**src/sv/isb_pkg.sv**
```systemverilog
package isb_pkg;

    localparam int PALETTES_DEF    = 16;
    localparam int PAL_ENTRIES     = 256;
    localparam int MAX_IMAGE_SIDE  = 1024;
    localparam int MAX_CANVAS_SIDE = 16384;

    localparam logic [7:0] OPAQUE_ALPHA = 8'hFF;

    localparam int IDX_W   = 8;
    localparam int SRC_W   = 10;
    localparam int IMG_W   = 11;
    localparam int ORG_W   = 15;
    localparam int SIDE_W  = 15;
    localparam int POS_W   = 14;
    localparam int CNT_W   = 5;
    localparam int ADDR_W  = 28;
    localparam int COLOR_W = 32;

    typedef enum logic [1:0] {
        CFG_CANVAS_WIDTH  = 2'd0,
        CFG_CANVAS_HEIGHT = 2'd1,
        CFG_PALETTE_COUNT = 2'd2,
        CFG_UNUSED        = 2'd3
    } cfg_reg_t;

    // decoded view of one input word
    typedef struct packed {
        logic             ok;       // visible, non-transparent pixel inside its image
        logic             use_pal;  // color comes from palette memory
        logic             mem_we;   // palette write that lands in memory
        logic [IMG_W-1:0] xx;       // offset in sprite after flip
        logic [IMG_W-1:0] yy;
    } front_t;

endpackage

```
**src/sv/isb_front.sv**
```systemverilog
module isb_front #(
    parameter int PALETTES = isb_pkg::PALETTES_DEF,
    parameter int PAL_AW   = 4
) (
    input  logic                         operation,
    input  logic [isb_pkg::IDX_W-1:0]    pixel_index,
    input  logic [isb_pkg::SRC_W-1:0]    src_x,
    input  logic [isb_pkg::SRC_W-1:0]    src_y,
    input  logic [isb_pkg::IMG_W-1:0]    image_width,
    input  logic [isb_pkg::IMG_W-1:0]    image_height,
    input  logic                         hflip,
    input  logic                         vflip,
    input  logic [7:0]                   palette_select,
    input  logic [isb_pkg::CNT_W-1:0]    palette_count,
    output isb_pkg::front_t              front,
    output logic [PAL_AW+isb_pkg::IDX_W-1:0] mem_addr
);
    import isb_pkg::*;

    logic iw_ok;
    logic ih_ok;
    logic sx_ok;
    logic sy_ok;
    logic pal_in_mem;

    assign iw_ok = (image_width != '0) && (image_width <= IMG_W'(MAX_IMAGE_SIDE));
    assign ih_ok = (image_height != '0) && (image_height <= IMG_W'(MAX_IMAGE_SIDE));
    assign sx_ok = {1'b0, src_x} < image_width;
    assign sy_ok = {1'b0, src_y} < image_height;

    assign pal_in_mem = {1'b0, palette_select} < 9'(PALETTES);

    always_comb
    begin
        front.ok      = !operation && iw_ok && ih_ok && sx_ok && sy_ok
                        && (pixel_index != '0);
        front.use_pal = pal_in_mem && (palette_select < {3'b000, palette_count});
        front.mem_we  = operation && pal_in_mem;
        // mirrored offset only matters when the source position is inside the image
        front.xx      = hflip ? (image_width - IMG_W'(1) - {1'b0, src_x}) : {1'b0, src_x};
        front.yy      = vflip ? (image_height - IMG_W'(1) - {1'b0, src_y}) : {1'b0, src_y};
    end

    assign mem_addr = {palette_select[PAL_AW-1:0], pixel_index};

endmodule

```
**config.mk**
```make
export PLATFORM = sky130hd
export DESIGN_NAME = isb_front
export DESIGN_NICKNAME = d
export VERILOG_FILES = /design/src/sv/isb_pkg.sv /design/src/sv/isb_front.sv
export SDC_FILE = /design/constraint.sdc
export NUM_CORES = 1
export LEC_CHECK = 0
export BUFFER_PORTS_ARGS = -buffer_cell sky130_fd_sc_hd__buf_4
export CAP_MARGIN = 40
export CORE_MARGIN = 2
export CORE_UTILIZATION = 53
export DETAILED_ROUTE_END_ITERATION = 16
export PLACE_DENSITY_LB_ADDON = 0.12
export SLEW_MARGIN = 20
export SYNTH_ARGS = -nofsm -noshare
export SYNTH_HDL_FRONTEND = slang
export SYNTH_SLANG_ARGS = --single-unit
```
**constraint.sdc**
```tcl
create_clock -name vclk -period 5
set_input_delay 0.75 -clock vclk [all_inputs]
set_output_delay 0.75 -clock vclk [all_outputs]
set_load 0.02 [all_outputs]
```
==> flow_results.xml, run 1 <==
<?xml version="1.0" encoding="UTF-8"?>
<metrics>
  <group name="timing">
    <metric name="finalHoldWorstSlack" unit="ns">1.70</metric>
    <metric name="fmax" unit="GHz">0.283</metric>
    <metric name="timing_worst_slew_pin_value" unit="ns">0.508</metric>
    <metric name="timing_hold_violations_final" unit="">0</metric>
    <metric name="layout_min_cycle_time" unit="ns">3.54</metric>
    <metric name="finalSetupViolations" unit="">0</metric>
    <metric name="unrepaired_setup_endpoints_after_global_routing" unit="">no</metric>
    <metric name="timing.max_slew.rel_slack" unit="">0.661</metric>
    <metric name="slew_violations" unit="">0</metric>
    <metric name="min_period_over_period" unit="">0.707</metric>
    <metric name="fin_setup_tns" unit="ns">0</metric>
  </group>
  <group name="layout">
    <metric name="post_layout_nonfiller_instances" unit="">423</metric>
    <metric name="commonest_non_fill_non_tap_cells_in_the_layout" unit="">sky130_fd_sc_hd__buf_4 (103), sky130_fd_sc_hd__inv_1 (52), sky130_fd_sc_hd__ha_1 (44)</metric>
    <metric name="layout.clock_buffers" unit="">0</metric>
    <metric name="ffs_latches" unit="">0</metric>
    <metric name="area_taken_by_multi_input_logic_gates" unit="µm²">1710</metric>
    <metric name="storage_element_area" unit="µm²">0</metric>
    <metric name="final_layout_size_suffix_gt1_frac" unit="">0.299</metric>
    <metric name="syn2layout_area_growth" unit="%">34.3</metric>
    <metric name="filler_cells" unit="">322</metric>
    <metric name="mostFrequentLayoutCell" unit="">sky130_fd_sc_hd__buf_4</metric>
    <metric name="fin_nets" unit="">489</metric>
    <metric name="n_antenna_cell" unit="">0</metric>
  </group>
  <group name="worst_hold_path">
    <metric name="timing.hold.worst.class" unit="">input pin to output port</metric>
  </group>
  <group name="logic_synthesis">
    <metric name="ys_warn_count" unit="">0</metric>
    <metric name="yosysSeqAreaShare" unit="">0</metric>
    <metric name="netlist_area" unit="µm²">2040</metric>
    <metric name="count_of_distinct_cell_types_in_the_synthesized_netlist" unit="">53</metric>
    <metric name="syn_nets" unit="">403</metric>
    <metric name="syn_inst" unit="">291</metric>
    <metric name="postSynthAreaPerCell" unit="µm²">7.03</metric>
  </group>
  <group name="floorplanning">
    <metric name="die_w" unit="µm">66.1</metric>
    <metric name="die_ht" unit="µm">66.1</metric>
    <metric name="design.die.area" unit="µm²">4370</metric>
    <metric name="initial_core_util" unit="">0.554</metric>
    <metric name="floorplan.core_area" unit="µm²">3690</metric>
    <metric name="io-pin-count" unit="">103</metric>
    <metric name="num_rows" unit="">22</metric>
  </group>
  <group name="route">
    <metric name="drcViolationCount" unit="">0</metric>
    <metric name="vias" unit="">2357</metric>
    <metric name="wl" unit="µm">5660</metric>
    <metric name="via_per_inst" unit="">5.57</metric>
    <metric name="drtAntennaViolNets" unit="">0</metric>
    <metric name="initialDrtViolationCount" unit="">103</metric>
    <metric name="post_drt_wl_per_cell" unit="µm">13.4</metric>
    <metric name="firstDrtPassIters" unit="">4</metric>
  </group>
  <group name="run">
    <metric name="cap_violations" unit="">0</metric>
  </group>
  <group name="worst_setup_path">
    <metric name="crit_path_start_kind" unit="">input pin</metric>
    <metric name="worst-endpoint-required" unit="ns">4.25</metric>
    <metric name="criticalPathCategory" unit="">input pin to output port</metric>
    <metric name="worst-path-max-fanout" unit="">3</metric>
    <metric name="worst-endpoint-arrival" unit="ns">2.79</metric>
    <metric name="critical_path.slowest_cell" unit="">sky130_fd_sc_hd__fa_1</metric>
    <metric name="critical_path_sink_type" unit="">output port</metric>
    <metric name="worstPathCellList" unit="">buf_4 -&gt; inv_1 -&gt; ha_1 -&gt; inv_1 -&gt; fa_1 -&gt; nand2b_1 -&gt; a21oi_1 -&gt; o221ai_1 -&gt; o21a_1 -&gt; mux2i_1 -&gt; buf_4</metric>
    <metric name="critical_path.max_stage_delay" unit="ns">0.37</metric>
  </group>
  <group name="clock_tree">
    <metric name="cts-hold-fix-buffers" unit="">0</metric>
    <metric name="post-cts-setup-buffers" unit="">0</metric>
    <metric name="cts_repair_resize_count" unit="">0</metric>
  </group>
  <group name="grt">
    <metric name="grt_antenna_before_repair" unit="">0</metric>
    <metric name="grt_max_degree" unit="">20</metric>
    <metric name="wire_length_of_the_first_global_routing_pass" unit="µm">9450</metric>
    <metric name="gr-total-overflow" unit="">0</metric>
    <metric name="gr-usage-all-layers" unit="">0.262</metric>
    <metric name="vias_in_the_first_global_route" unit="">2266</metric>
  </group>
  <group name="placement">
    <metric name="cell_total_after_placement" unit="">423</metric>
    <metric name="place_hpwl" unit="µm">4900</metric>
    <metric name="place.port_buffers" unit="">103</metric>
    <metric name="place.gp.congestion" unit="">0.901</metric>
  </group>
  <group name="run_status">
    <metric name="status" unit="">finished, final reports clean</metric>
  </group>
  <group name="power">
    <metric name="total_leakage_power" unit="nW">1.53</metric>
    <metric name="power_density" unit="nW/µm²">115</metric>
    <metric name="max-vdd-ir-drop" unit="mV">0.0797</metric>
  </group>
</metrics>
==> path summary, 6_finish.rpt <==
check	startpoint	slack [ns]	cells after the start	to
setup / recovery	src_y[0]	1.46	11	front[10]
hold / removal	palette_select[0]	1.70	2	mem_addr[8]
==> kinds of logic (layout without fill, tap and decap cells) <==
kind of cell / count (synthesis) / after routing / share of synthesized area
multiplexers: 8 / 8 / 0.0404
buffers and inverters: 72 / 156 / 0.162
XOR/XNOR: 5 / 5 / 0.0214
AND/OR/NAND/NOR: 71 / 71 / 0.181
AO/OA/AOI/OAI: 89 / 89 / 0.307
adder cells (fa/ha/maj): 46 / 46 / 0.289
==> power breakdown <==
| group | internal [W] | total [W] | switching, W |
|---|---|---|---|
| clock network | 0 | 0 | 0 |
| registers | 0 | 0 | 0 |
| logic | 0.000145 | 0.000315 | 0.000170 |
==> layer usage <==
layer / global-route usage / share of wire / vias up
li1: - / - / 1191
met1: 0.369 / 0.47 / 1059
met2: 0.458 / 0.46 / 107
met3: 0.0136 / 0.074 / 0
met4: 0.0153 / 0 / 0
met5: 0 / 0 / -
==> cells in the mapped netlist, drive strengths merged, types with 2 or more instances <==
cell / number / area share
o31ai: 2 / 0.0073
or3: 2 / 0.0061
mux2i: 6 / 0.029
a21o: 9 / 0.033
buf: 18 / 0.062
nor4: 9 / 0.031
xnor2: 2 / 0.0086
a41oi: 2 / 0.0086
o31a: 2 / 0.013
o21ai: 17 / 0.042
o311ai: 3 / 0.013
nand2b: 5 / 0.015
a21oi: 16 / 0.041
a31oi: 4 / 0.012
nor3: 4 / 0.0098
inv: 53 / 0.097
xor2: 3 / 0.013
nand3: 7 / 0.017
o21a: 8 / 0.029
a221oi: 4 / 0.017
o211ai: 6 / 0.024
o22ai: 2 / 0.0061
o21bai: 2 / 0.0073
nand4: 5 / 0.015
ha: 44 / 0.27
a211o: 3 / 0.013
mux2: 2 / 0.011
fa: 2 / 0.020
nand2: 21 / 0.039
nor2: 10 / 0.018
a211oi: 5 / 0.021
nor2b: 4 / 0.016
==> worst max-delay path: cells and delay by family <==
family / cells / cell delay [ns]
AOI/OAI and AO/OA: 3 / 0.70
and+or+nand+nor: 1 / 0.19
adders and majority gates: 2 / 0.58
muxes: 1 / 0.15
buffers and inverters: 4 / 0.42
==> layout make-up <==
class              count  share of cell area
multi-input cells    219               0.624
well taps             48              0.0219
repair buffers       103               0.282
inverters             53              0.0724
==> stage by stage <==
stage	total power [W]	cell area (µm²)	setup slack (ns)	util
after floorplan	0.000197	2040	1.68	-
after global placement	0.000306	2750	1.53	0.745
after detailed placement	0.000312	2750	1.46	0.745
after CTS	0.000314	2750	1.47	0.745
after global routing	0.000346	2750	1.26	0.745
final	0.000315	2750	1.46	0.745
(Power assumes the default switching activity.)
==> inputs of run 2 (changes only) <==
--- a/config.mk
+++ b/config.mk
@@ -5,10 +5,11 @@
 export SDC_FILE = /design/constraint.sdc
 export NUM_CORES = 1
 export LEC_CHECK = 0
+export ABC_AREA = 1
 export BUFFER_PORTS_ARGS = -buffer_cell sky130_fd_sc_hd__buf_4
 export CAP_MARGIN = 40
 export CORE_MARGIN = 2
-export CORE_UTILIZATION = 53
+export CORE_UTILIZATION = 50
 export DETAILED_ROUTE_END_ITERATION = 16
 export PLACE_DENSITY_LB_ADDON = 0.12
 export SLEW_MARGIN = 20
==> constraint.sdc (replaced) <==
create_clock -name vclk -period 3.55
set_input_delay 0.5325 -clock vclk [all_inputs]
set_output_delay 0.5325 -clock vclk [all_outputs]
set_load 0.02 [all_outputs]
==> run 2 against run 1 <==
Worst setup slack got worse by 0.65 ns; critical path depth rose by 2; utilization shrank 6.4 points; non-clock buffer count unchanged; synthesized cell count up 45%; final cell count rose by 32%; die area grew 15%; design area up 7.1%; critical path type unchanged; largest power group unchanged.
==> flow_results.xml, run 2 <==
<?xml version="1.0" encoding="UTF-8"?>
<metrics>
  <group name="timing">
    <metric name="min_period_over_period" unit="">0.772</metric>
    <metric name="timing.max_slew.rel_slack" unit="">0.799</metric>
    <metric name="layout_min_cycle_time" unit="ns">2.74</metric>
    <metric name="fin_setup_tns" unit="ns">0</metric>
    <metric name="unrepaired_setup_endpoints_after_global_routing" unit="">no</metric>
    <metric name="fmax" unit="GHz">0.365</metric>
    <metric name="timing_hold_violations_final" unit="">0</metric>
    <metric name="slew_violations" unit="">0</metric>
    <metric name="finalSetupViolations" unit="">0</metric>
    <metric name="timing_worst_slew_pin_value" unit="ns">0.301</metric>
  </group>
  <group name="logic_synthesis">
    <metric name="post_synthesis_share_of_cell_area_spent_on_full_adders_half_adders_and_majority_gates" unit="">0.265</metric>
    <metric name="ys_warn_count" unit="">0</metric>
    <metric name="syn_inst" unit="">421</metric>
    <metric name="synth_top_family_by_area" unit="">simple AND/OR/NAND/NOR gates</metric>
    <metric name="netlist_area" unit="µm²">2230</metric>
    <metric name="synth_simple_gate_area_frac" unit="">0.433</metric>
    <metric name="synth_compound_area_frac" unit="">0.108</metric>
    <metric name="synth.most_common_cell" unit="">sky130_fd_sc_hd__nand2_1</metric>
    <metric name="synthXorXnorAreaFrac" unit="">0</metric>
    <metric name="yosysSeqAreaShare" unit="">0</metric>
    <metric name="postSynthAreaPerCell" unit="µm²">5.30</metric>
    <metric name="count_of_distinct_cell_types_in_the_synthesized_netlist" unit="">27</metric>
    <metric name="synth.mux.area_fraction" unit="">0</metric>
    <metric name="synth.top_cells.by_count" unit="">sky130_fd_sc_hd__nand2_1 (131), sky130_fd_sc_hd__inv_1 (81), sky130_fd_sc_hd__nor2_1 (55), sky130_fd_sc_hd__ha_1 (44), sky130_fd_sc_hd__nand3_1 (32)</metric>
    <metric name="syn_nets" unit="">533</metric>
    <metric name="synth.top_cells.by_area" unit="">sky130_fd_sc_hd__ha_1 (25%), sky130_fd_sc_hd__nand2_1 (22%), sky130_fd_sc_hd__inv_1 (14%)</metric>
    <metric name="yosys.area.top_type" unit="">sky130_fd_sc_hd__ha_1</metric>
    <metric name="yosys.area.top_type_share" unit="">0.247</metric>
  </group>
  <group name="layout">
    <metric name="fin_nets" unit="">621</metric>
    <metric name="final_layout_size_suffix_gt1_frac" unit="">0.217</metric>
    <metric name="commonest_non_fill_non_tap_cells_in_the_layout" unit="">sky130_fd_sc_hd__nand2_1 (131), sky130_fd_sc_hd__buf_4 (103), sky130_fd_sc_hd__inv_1 (81)</metric>
    <metric name="area_taken_by_multi_input_logic_gates" unit="µm²">1800</metric>
    <metric name="n_antenna_cell" unit="">0</metric>
    <metric name="post_layout_nonfiller_instances" unit="">559</metric>
    <metric name="layout.clock_buffers" unit="">0</metric>
    <metric name="mostFrequentLayoutCell" unit="">sky130_fd_sc_hd__nand2_1</metric>
    <metric name="storage_element_area" unit="µm²">0</metric>
    <metric name="syn2layout_area_growth" unit="%">31.9</metric>
    <metric name="stdcell_area" unit="µm²">2940</metric>
    <metric name="ffs_latches" unit="">0</metric>
    <metric name="filler_cells" unit="">439</metric>
  </group>
  <group name="placement">
    <metric name="placed_area" unit="µm²">2940</metric>
    <metric name="cell_total_after_placement" unit="">559</metric>
    <metric name="place.gp.congestion" unit="">0.885</metric>
    <metric name="place.port_buffers" unit="">103</metric>
    <metric name="place_hpwl" unit="µm">5430</metric>
  </group>
  <group name="worst_setup_path">
    <metric name="crit_path_start_kind" unit="">input pin</metric>
    <metric name="critical_path.max_stage_delay" unit="ns">0.35</metric>
    <metric name="critical_path_sink_type" unit="">output port</metric>
    <metric name="path_buf_inv" unit="">5</metric>
    <metric name="worst-endpoint-arrival" unit="ns">2.21</metric>
    <metric name="critical_path.slowest_cell" unit="">sky130_fd_sc_hd__fa_1</metric>
    <metric name="critPathMostFrequentCell" unit="">sky130_fd_sc_hd__inv_1</metric>
    <metric name="worst-endpoint-required" unit="ns">3.02</metric>
    <metric name="worst-path-max-fanout" unit="">4</metric>
    <metric name="criticalPathCategory" unit="">input pin to output port</metric>
    <metric name="cpLargestDelayFamily" unit="">adder cells</metric>
    <metric name="worstPathCellList" unit="">buf_4 -&gt; inv_1 -&gt; ha_1 -&gt; inv_1 -&gt; fa_1 -&gt; inv_1 -&gt; nand3_1 -&gt; nand3_1 -&gt; nand2_1 -&gt; nand2_1 -&gt; nor2_1 -&gt; o21ai_2 -&gt; buf_4</metric>
  </group>
  <group name="route">
    <metric name="firstDrtPassIters" unit="">4</metric>
    <metric name="vias" unit="">2750</metric>
    <metric name="post_drt_wl_per_cell" unit="µm">11.1</metric>
    <metric name="wl" unit="µm">6190</metric>
    <metric name="via_per_inst" unit="">4.92</metric>
    <metric name="drcViolationCount" unit="">0</metric>
    <metric name="drtAntennaViolNets" unit="">0</metric>
    <metric name="initialDrtViolationCount" unit="">153</metric>
  </group>
  <group name="grt">
    <metric name="wire_length_of_the_first_global_routing_pass" unit="µm">10500</metric>
    <metric name="gr-usage-all-layers" unit="">0.242</metric>
    <metric name="vias_in_the_first_global_route" unit="">2574</metric>
    <metric name="gr-usage-met2" unit="">0.423</metric>
    <metric name="global_route.usage.met1" unit="">0.343</metric>
    <metric name="grt_max_degree" unit="">17</metric>
    <metric name="gr-total-overflow" unit="">0</metric>
    <metric name="grt_antenna_before_repair" unit="">0</metric>
    <metric name="grt_use_met3" unit="">0.0171</metric>
    <metric name="grt_most_used_layer" unit="">met2</metric>
  </group>
  <group name="floorplanning">
    <metric name="die_w" unit="µm">70.8</metric>
    <metric name="initial_core_util" unit="">0.516</metric>
    <metric name="num_rows" unit="">24</metric>
    <metric name="design.die.area" unit="µm²">5010</metric>
    <metric name="io-pin-count" unit="">103</metric>
    <metric name="floorplan.core_area" unit="µm²">4320</metric>
    <metric name="die_ht" unit="µm">70.8</metric>
  </group>
  <group name="clock_tree">
    <metric name="cts_repair_resize_count" unit="">0</metric>
    <metric name="post-cts-setup-buffers" unit="">0</metric>
    <metric name="cts-hold-fix-buffers" unit="">0</metric>
  </group>
  <group name="power">
    <metric name="max-vdd-ir-drop" unit="mV">0.0884</metric>
    <metric name="power.switching" unit="W">0.000252</metric>
    <metric name="p_seq_frac" unit="">0</metric>
    <metric name="switching_share" unit="">0.576</metric>
    <metric name="clockPowerShare" unit="">0</metric>
    <metric name="power_frac_comb" unit="">1.000</metric>
    <metric name="power_density" unit="nW/µm²">149</metric>
    <metric name="total_leakage_power" unit="nW">1.85</metric>
    <metric name="total_internal_power" unit="W">0.000186</metric>
  </group>
  <group name="run">
    <metric name="cap_violations" unit="">0</metric>
  </group>
  <group name="run_status">
    <metric name="status" unit="">finished, final reports clean</metric>
  </group>
  <group name="worst_hold_path">
    <metric name="timing.hold.worst.class" unit="">input pin to output port</metric>
  </group>
</metrics>
[run 2: worst paths after layout]
check	slack, ns	cells after the start	to	startpoint
setup / recovery	0.81	13	front[6]	src_y[0]
hold / removal	1.27	2	mem_addr[8]	palette_select[0]
[run 2: layout make-up]
type	count	share of cell area
multi-input combinational	322	0.610
timing repair buffer	103	0.263
inverter	82	0.105
tap	52	0.0221
[run 2: metal layers]
layer / routed length [µm] / vias to the layer above
met4: 21 / 0
met3: 486 / 2
met2: 2690 / 104
met5: 0 / -
li1: - / 1465
met1: 2990 / 1179
[run 2: through the flow]
stage	setup slack [ns]	power (W)	hold WS, ns	util
after floorplan	1.07	0.000273	1.18	-
after global placement	0.906	0.000428	1.27	0.680
after detailed placement	0.835	0.000435	1.27	0.680
after CTS	0.832	0.000438	1.27	0.680
after global routing	0.667	0.000491	1.28	0.680
final	0.811	0.000438	1.27	0.680
[run 2: power by group through the flow]
stage	registers [W]	logic, W	clock network [W]
after floorplan	0	0.000273	0
after global placement	0	0.000428	0
after detailed placement	0	0.000435	0
after CTS	0	0.000438	0
after global routing	0	0.000491	0
final	0	0.000438	0
[run 2: cell families after synthesis]
family | Yosys count
adder cells (fa/ha/maj) | 46
AO/OA/AOI/OAI | 42
buffers and inverters | 99
AND/OR/NAND/NOR | 234
